File: src/rtl/cws_pkg.sv
`timescale 1ns / 1ps
// ----------------------------------------------------------------------------
// Waveform shaper package
// Port widths, waveform selector codes and fixed-point constants shared by
// the waveform shaper core and its sample datapath.
// ----------------------------------------------------------------------------
package cws_pkg;

    // Port widths
    localparam int WAVE_W   = 4;
    localparam int PHASE_W  = 32;
    localparam int SAMPLE_W = 16;

    // Waveform selector codes; anything not listed here outputs silence
    typedef enum logic [WAVE_W-1:0] {
        WAVE_TRIANGLE = 4'd0,
        WAVE_TILT_SAW = 4'd1,
        WAVE_SAW      = 4'd2,
        WAVE_SQUARE   = 4'd3,
        WAVE_PULSE    = 4'd4,
        WAVE_ORGAN    = 4'd5,
        WAVE_NOISE    = 4'd6,
        WAVE_PHASER   = 4'd7
    } t_waveform;

    // Output levels in Q1.15
    localparam logic signed [SAMPLE_W-1:0] SQUARE_LEVEL = 16'sd16384; // 0.5
    localparam logic signed [SAMPLE_W-1:0] PULSE_LEVEL  = 16'sd22938; // 0.7

    // Phase fraction break points in Q0.16
    localparam logic [15:0] PULSE_EDGE = 16'd20480; // 5/16
    localparam logic [15:0] TILT_EDGE  = 16'd57344; // 7/8

    // Reciprocals for floor division by 5 and by 35 (exact over our ranges)
    localparam int          DIV5_SHIFT  = 21;
    localparam logic [20:0] DIV5_MUL    = 21'd419431;   // ceil(2^21 / 5)
    localparam int          DIV35_SHIFT = 27;
    localparam logic [21:0] DIV35_MUL   = 22'd3834793;  // ceil(2^27 / 35)

    // Offsets that keep the dividends positive, removed after the divide
    localparam logic [17:0] TRI_BIAS   = 18'd32768;
    localparam logic [17:0] TILT_BIAS  = 18'd29500;
    localparam logic [17:0] ORGAN_BIAS = 18'd28000;

endpackage

File: src/rtl/cws_shaper.sv
`timescale 1ns / 1ps
// ----------------------------------------------------------------------------
// Waveform shaper datapath
// Combinational sample generator: turns a selector and a Q16.16 phase into a
// rounded Q1.15 sample using constant multiplies and shifts only.
// ----------------------------------------------------------------------------
module cws_shaper (
    input  logic        [cws_pkg::WAVE_W-1:0]   i_waveform,
    input  logic        [cws_pkg::PHASE_W-1:0]  i_phase,
    output logic signed [cws_pkg::SAMPLE_W-1:0] o_sample
);
    import cws_pkg::*;

    logic        [15:0] frac;
    logic signed [17:0] ramp2;      // 2f - 1.0
    logic        [16:0] tri_mag;    // |2f - 1.0|
    logic        [16:0] quad;       // (4t) mod 2
    logic signed [17:0] ramp4;
    logic        [16:0] quad_mag;
    logic        [20:0] num_tri;
    logic        [21:0] num_tilt_up;
    logic        [16:0] tilt_rest;
    logic        [22:0] num_tilt_dn;
    logic        [19:0] num_organ;
    logic        [18:0] div5_in;
    logic        [17:0] div5_bias;
    logic        [39:0] div5_prod;
    logic        [16:0] div5_q;
    logic        [17:0] div5_res;
    logic        [42:0] div35_prod;
    logic        [15:0] div35_q;
    logic        [22:0] detune;     // (phase * 127) mod 2^23
    logic        [22:0] detune_mag;
    logic        [24:0] phaser_sum;
    logic        [24:0] phaser_num;

    assign frac = i_phase[15:0];

    // Base triangle magnitude, shared by triangle, square, organ and phaser
    assign ramp2   = $signed({1'b0, frac, 1'b0}) - 18'sd65536;
    assign tri_mag = ramp2[17] ? 17'(-ramp2) : 17'(ramp2);

    // Double-rate triangle for the organ
    assign quad     = {i_phase[14:0], 2'b00};
    assign ramp4    = $signed({1'b0, quad}) - 18'sd65536;
    assign quad_mag = ramp4[17] ? 17'(-ramp4) : 17'(ramp4);

    // Biased dividends; each one rounds to nearest after its divide
    assign num_tri     = 21'(tri_mag) * 21'd14 + 21'd196618;
    assign num_tilt_up = 22'(frac) * 22'd72 + 22'd651;
    assign tilt_rest   = 17'd65536 - {1'b0, frac};
    assign num_tilt_dn = 23'(tilt_rest) * 23'd72 + 23'd93;
    assign num_organ   = 20'(quad_mag) * 20'd10 + 20'(tri_mag) * 20'd5 + 20'd2954;

    // Shared divide-by-5 (after a shift: divide by 4 for triangle and organ, by 2 for the tilted saw)
    always_comb begin
        case (i_waveform)
            WAVE_TILT_SAW: begin
                div5_in   = num_tilt_dn[19:1];
                div5_bias = TILT_BIAS;
            end
            WAVE_ORGAN: begin
                div5_in   = {1'b0, num_organ[19:2]};
                div5_bias = ORGAN_BIAS;
            end
            default: begin
                div5_in   = num_tri[20:2];
                div5_bias = TRI_BIAS;
            end
        endcase
    end

    assign div5_prod = 40'(div5_in) * 40'(DIV5_MUL);
    assign div5_q    = div5_prod[DIV5_SHIFT+16:DIV5_SHIFT];
    assign div5_res  = 18'(div5_q) - div5_bias;

    // Divide-by-70 for the rising part of the tilted saw (divide by 2 as a shift, then by 35)
    assign div35_prod = 43'(num_tilt_up[21:1]) * 43'(DIV35_MUL);
    assign div35_q    = div35_prod[DIV35_SHIFT+15:DIV35_SHIFT];

    // Detuned triangle for the phaser, Q22 units
    assign detune     = {frac, 7'b0} - i_phase[22:0];
    assign detune_mag = detune[22] ? {1'b0, detune[21:0]} : 23'd4194304 - detune;
    assign phaser_sum = {1'b0, tri_mag, 7'b0} + 25'(detune_mag);
    assign phaser_num = phaser_sum - 25'd8388480;

    // Output select
    always_comb begin
        case (i_waveform)
            WAVE_TRIANGLE: o_sample = $signed(div5_res[15:0]);
            WAVE_TILT_SAW: o_sample = (frac < TILT_EDGE) ?
                                      $signed(div35_q - 16'(TILT_BIAS)) :
                                      $signed(div5_res[15:0]);
            WAVE_SAW:      o_sample = $signed(frac);
            WAVE_SQUARE:   o_sample = (tri_mag >= 17'd32768) ? SQUARE_LEVEL : -SQUARE_LEVEL;
            WAVE_PULSE:    o_sample = (frac < PULSE_EDGE) ? PULSE_LEVEL : -PULSE_LEVEL;
            WAVE_ORGAN:    o_sample = $signed(div5_res[15:0]);
            WAVE_PHASER:   o_sample = $signed(phaser_num[23:8]);
            default:       o_sample = '0;   // noise and unused selectors
        endcase
    end

endmodule

File: src/rtl/chiptune_waveform_shaper_core.sv
`timescale 1ns / 1ps
// o_valid is registered: an accepted request sets r_in_valid, which in turn sets r_out_valid (o_valid).
// Throughput: one request per cycle; o_busy is always low.
// Stages: input register, constant-coefficient datapath, result register.
// Reset clears both valid flags; payload registers are not reset.
// Results appear for one cycle on o_valid and cannot be stalled.
// ----------------------------------------------------------------------------
// Chiptune waveform shaper core
// Registered oscillator sample generator for seven waveforms, Q1.15 output.
// ----------------------------------------------------------------------------
module chiptune_waveform_shaper_core (
    input  logic                                 i_clk,
    input  logic                                 i_rst_n,
    input  logic                                 i_start,
    output logic                                 o_busy,
    input  logic        [cws_pkg::WAVE_W-1:0]   i_waveform,
    input  logic        [cws_pkg::PHASE_W-1:0]  i_phase,
    output logic                                 o_valid,
    output logic signed [cws_pkg::SAMPLE_W-1:0] o_sample
);
    import cws_pkg::*;

    logic                       r_in_valid;
    logic [WAVE_W-1:0]          r_waveform;
    logic [PHASE_W-1:0]         r_phase;
    logic                       r_out_valid;
    logic signed [SAMPLE_W-1:0] r_sample;
    logic signed [SAMPLE_W-1:0] n_sample;
    logic                       accept;

    // Pipeline never backs up
    assign o_busy = 1'b0;
    assign accept = i_start & ~o_busy;

    // Valid pipeline
    always_ff @(posedge i_clk) begin
        if (!i_rst_n) begin
            r_in_valid  <= 1'b0;
            r_out_valid <= 1'b0;
        end else begin
            r_in_valid  <= accept;
            r_out_valid <= r_in_valid;
        end
    end

    // Input register
    always_ff @(posedge i_clk) begin
        if (accept) begin
            r_waveform <= i_waveform;
            r_phase    <= i_phase;
        end
    end

    cws_shaper u_shaper (
        .i_waveform (r_waveform),
        .i_phase    (r_phase),
        .o_sample   (n_sample)
    );

    // Result register
    always_ff @(posedge i_clk) begin
        if (r_in_valid) begin
            r_sample <= n_sample;
        end
    end

    assign o_valid  = r_out_valid;
    assign o_sample = r_sample;

`ifndef ASSERT_OFF
    // Every request yields a result through the input and result registers
    a_req_to_result: assert property (@(posedge i_clk) disable iff (!i_rst_n)
        i_start |=> ##1 o_valid)
        else $error("request did not produce a result");

    // No result without a staged request
    a_no_spurious: assert property (@(posedge i_clk) disable iff (!i_rst_n)
        o_valid |-> $past(r_in_valid))
        else $error("result without a request");

    // Noise and unused selectors are silent
    a_silent: assert property (@(posedge i_clk) disable iff (!i_rst_n)
        (o_valid && ($past(r_waveform) == WAVE_NOISE || $past(r_waveform[3])))
        |-> (o_sample == '0))
        else $error("silent waveform produced a nonzero sample");

    // Square only takes its two levels
    a_square_levels: assert property (@(posedge i_clk) disable iff (!i_rst_n)
        (o_valid && $past(r_waveform) == WAVE_SQUARE)
        |-> (o_sample == SQUARE_LEVEL || o_sample == -SQUARE_LEVEL))
        else $error("square sample off level");
`endif

endmodule

File: config.mk
export PLATFORM = sky130hd
export DESIGN_NAME = chiptune_waveform_shaper_core
export DESIGN_NICKNAME = d
export VERILOG_FILES = /design/src/rtl/cws_pkg.sv /design/src/rtl/cws_shaper.sv /design/src/rtl/chiptune_waveform_shaper_core.sv
export SDC_FILE = /design/constraint.sdc
export NUM_CORES = 1
export LEC_CHECK = 0
export ABC_CLOCK_PERIOD_IN_PS = 12300
export BUFFER_PORTS_ARGS = -buffer_cell sky130_fd_sc_hd__buf_2
export CORE_MARGIN = 2
export CORE_UTILIZATION = 55
export CTS_CLUSTER_DIAMETER = 100
export DETAILED_ROUTE_END_ITERATION = 16
export PLACE_DENSITY_LB_ADDON = 0.12
export SLEW_MARGIN = 20
export SYNTH_ARGS = -nofsm -noshare
export SYNTH_HDL_FRONTEND = slang
export SYNTH_SLANG_ARGS = --single-unit
File: constraint.sdc
create_clock -name i_clk -period 12.3 [get_ports i_clk]
set_clock_uncertainty 0.05 [all_clocks]
set_input_delay 1.845 -clock i_clk [delete_from_list [all_inputs] [get_ports i_clk]]
set_output_delay 1.845 -clock i_clk [all_outputs]
set_load 0.02 [all_outputs]
==> flow_summary.yaml <==
cts:
  htreeDepth: 2
  hold_buffers: 0
  clock_sinks: 45
  cts-root-buf: "clkbuf_16"
  clk_pin_slew_worst_paths_ns: 0.07
  cts_max_path_buffers: 2
  cts_tree: "done"
  numCtsBuffers: 5
  insertion_delay_ns: 0.31
setup_path:
  slowest_delay_ns: 0.54
  start_kind: "flip-flop"
  path_max_fanout: 5
  cp_top_family: "adder cells"
  crit_slowest_cell: "or4_4"
  critPathArrivalTime_ns: 13.00
  critPathCaptureType: "flip-flop"
  worstPathRequired_ns: 12.29
  crit_buf_inv: 7
  crit_type: "flip-flop to flip-flop"
synthesis:
  synth_ff_type: "edfxtp_1"
  syn_inst: 2685
  synth_seq_cells: 45
  synth-edff-count: 43
  yosysUniqueCellTypes: 98
  async_flop_share: 0
  netlist_area_um2: 24100
  yosysWarnings: 0
  syn_avg_cell_area_um2: 8.99
  ys_seq_area_frac: 0.0551
  syn_nets: 3560
global_route:
  antenna_found_initial: 0
  grt-ovfl-total: 0
  grtUsageTotal: 0.310
  grt_max_degree: 29
  grt_pass1_wl_mm: 109
  grt_pass1_vias: 21145
placement:
  dp_slack_ns: -0.871
  globalplace.congestion: 1.01
  hpwl_mm: 61.2
  io_buffer_count: 46
timing:
  period_share: 1.06
  layout_setup_ws_ns: -0.712
  slew_headroom: 0.214
  finalCriticalPeriod_ns: 13.01
  setup_tns_ns: -4.55
  finalHoldViolations: 0
  finalMaxSlewViolations: 0
  finalSetupViolCount: 10
  max_freq_mhz: 76.8
  rsz0062_at_grt: "yes"
  worstMarginPinSlew_ns: 1.17
routing:
  avgViaCountPerCell: 5.56
  wl_met1_mm: 31.3
  drcViolationCount: 0
  top_layer: "met4"
  met3WireLength_mm: 3.44
  drt_iter0_drc: 1245
  routedWlPerCell_um: 18.8
  met2_length_mm: 32.2
  num_vias: 20426
  antenna_left: 0
  routed_wl_mm: 69.1
  drtPass1Iterations: 8
final_layout:
  syn_to_final_growth_pct: 18.2
  multi_input_area_um2: 21100
  diodes: 0
  seq_area_um2: 1330
  drive_gt1_frac: 0.183
  fill_cells: 3677
  finalNetCount: 3964
flow_run:
  cap_violations: 0
floorplan:
  io_pins: 57
  row_count: 76
  initial_utilization: 0.559
  dieHeight_um: 214
  die_w_um: 214
  die-area_um2: 45600
  core_area_um2: 43200
run_status:
  violations: "setup timing"
  status: "finished with violations"
worst_hold_path:
  hold_path_class: "flip-flop to flip-flop"
final timing paths:
check	to	from	slack [ns]	depth (start not counted)
max	o_sample[14]	r_phase[0]	-0.71	60
min	o_sample[12]	r_phase[12]	0.83	3
max reg2reg	o_sample[14]	r_phase[0]	-0.71	60
min reg2reg	o_sample[12]	r_phase[12]	0.83	3
metal layers:
metal / vias up / GRT usage
met2: 480 / 0.528
met3: 106 / 0.0296
met5: - / 0
li1: 9832 / -
met1: 10008 / 0.422
met4: 0 / 0.0824
Yosys cell counts, types with 7 or more instances:
cell | number | area share
xor2_1 | 79 | 0.029
nand2_1 | 113 | 0.018
nand3b_1 | 8 | 0.0025
inv_1 | 557 | 0.087
a211o_1 | 10 | 0.0036
a211oi_1 | 9 | 0.0028
nor2b_1 | 23 | 0.0060
o21a_1 | 16 | 0.0050
a21oi_1 | 112 | 0.023
nand3_1 | 48 | 0.0099
or2_2 | 13 | 0.0034
o21bai_1 | 9 | 0.0028
clkbuf_1 | 24 | 0.0037
nand2b_1 | 27 | 0.0070
nor4_1 | 14 | 0.0036
a21o_1 | 41 | 0.013
o22ai_1 | 9 | 0.0023
ha_1 | 543 | 0.28
a221o_1 | 9 | 0.0037
and4_1 | 7 | 0.0025
a221oi_1 | 8 | 0.0029
o2111ai_1 | 8 | 0.0029
o31ai_1 | 9 | 0.0028
o211ai_1 | 13 | 0.0040
xnor2_1 | 155 | 0.056
nand4_1 | 12 | 0.0031
and3_1 | 17 | 0.0044
a21boi_0 | 7 | 0.0022
edfxtp_1 | 43 | 0.053
a31oi_1 | 17 | 0.0044
or3_1 | 11 | 0.0029
o21ai_0 | 86 | 0.018
nor2_1 | 128 | 0.020
and2_1 | 21 | 0.0054
fa_1 | 293 | 0.24
nor3_1 | 42 | 0.0087
cells in the final DEF, fill, tap and decap left out, drive strengths merged, types with 7 or more instances in the layout:
| cell type | count |
|---|---|
| a211o | 10 |
| a211oi | 9 |
| a21boi | 8 |
| a21o | 41 |
| a21oi | 116 |
| a221o | 9 |
| a221oi | 9 |
| a31oi | 18 |
| and2 | 21 |
| and3 | 17 |
| and4 | 7 |
| buf | 428 |
| edfxtp | 43 |
| fa | 293 |
| ha | 543 |
| inv | 559 |
| nand2 | 113 |
| nand2b | 27 |
| nand3 | 49 |
| nand3b | 8 |
| nand4 | 13 |
| nor2 | 128 |
| nor2b | 23 |
| nor3 | 46 |
| nor3b | 7 |
| nor4 | 15 |
| o2111ai | 8 |
| o211ai | 14 |
| o21a | 16 |
| o21ai | 92 |
| o21bai | 9 |
| o22ai | 9 |
| o31ai | 9 |
| or2 | 13 |
| or3 | 12 |
| xnor2 | 155 |
| xor2 | 80 |
cell type report:
cell class	count	share of cell area
Inverter	563	0.0743
Multi-Input combinational cell	2046	0.739
Sequential cell	45	0.0466
Tap cell	585	0.0256
Clock buffer	5	0.00438
Clock inverter	3	0.00158
Timing Repair Buffer	428	0.109
cells by family after synthesis:
logic type                 count (synthesis)  share of synthesized area
adders and majority gates                836                      0.524
xor gates and xnor gates                 235                     0.0855
muxes                                     10                    0.00435
AOI/OAI and AO/OA                        447                      0.127
other                                      1                   0.000155
and+or+nand+nor                          517                      0.111
buffers and inverters                    594                     0.0931
DFF                                       45                     0.0551
flip-flops by register name, indices dropped and copies added (netlist names):
register / cells
o_valid: 1
r_phase: 23
r_waveform: 4
o_sample: 16
r_in_valid: 1
worst reg2reg max path, delay by kind of cell (launching register included):
family / cells / cell delay (ns)
AO/OA/AOI/OAI: 19 / 3.12
XOR/XNOR: 6 / 0.96
adder cells (fa/ha/maj): 14 / 4.96
buffers and inverters: 7 / 0.66
flip-flops: 1 / 0.47
AND/OR/NAND/NOR: 14 / 2.57
metrics by stage:
stage | hold WS [ns] | instance area, um2 | util | instances
3_3_place_gp | 0.799 | 27900 | 0.645 | 3644
6_report | 0.834 | 28500 | 0.661 | 3675
4_1_cts | 0.823 | 28400 | 0.657 | 3667
5_1_grt | 0.876 | 28500 | 0.661 | 3675
3_5_place_dp | 0.809 | 27900 | 0.645 | 3644
2_1_floorplan | 0.640 | 24300 | - | 2685
what timing repair did:
action                     CTS  global route
setup buffers               16             9
gates resized for setup     46            22
cloned                       0             0
pin swaps                   35            26
setup endpoints to repair   10            12
Power is not shown: default switching activity piles up to over one toggle a cycle in this logic, so the estimate is an artifact.
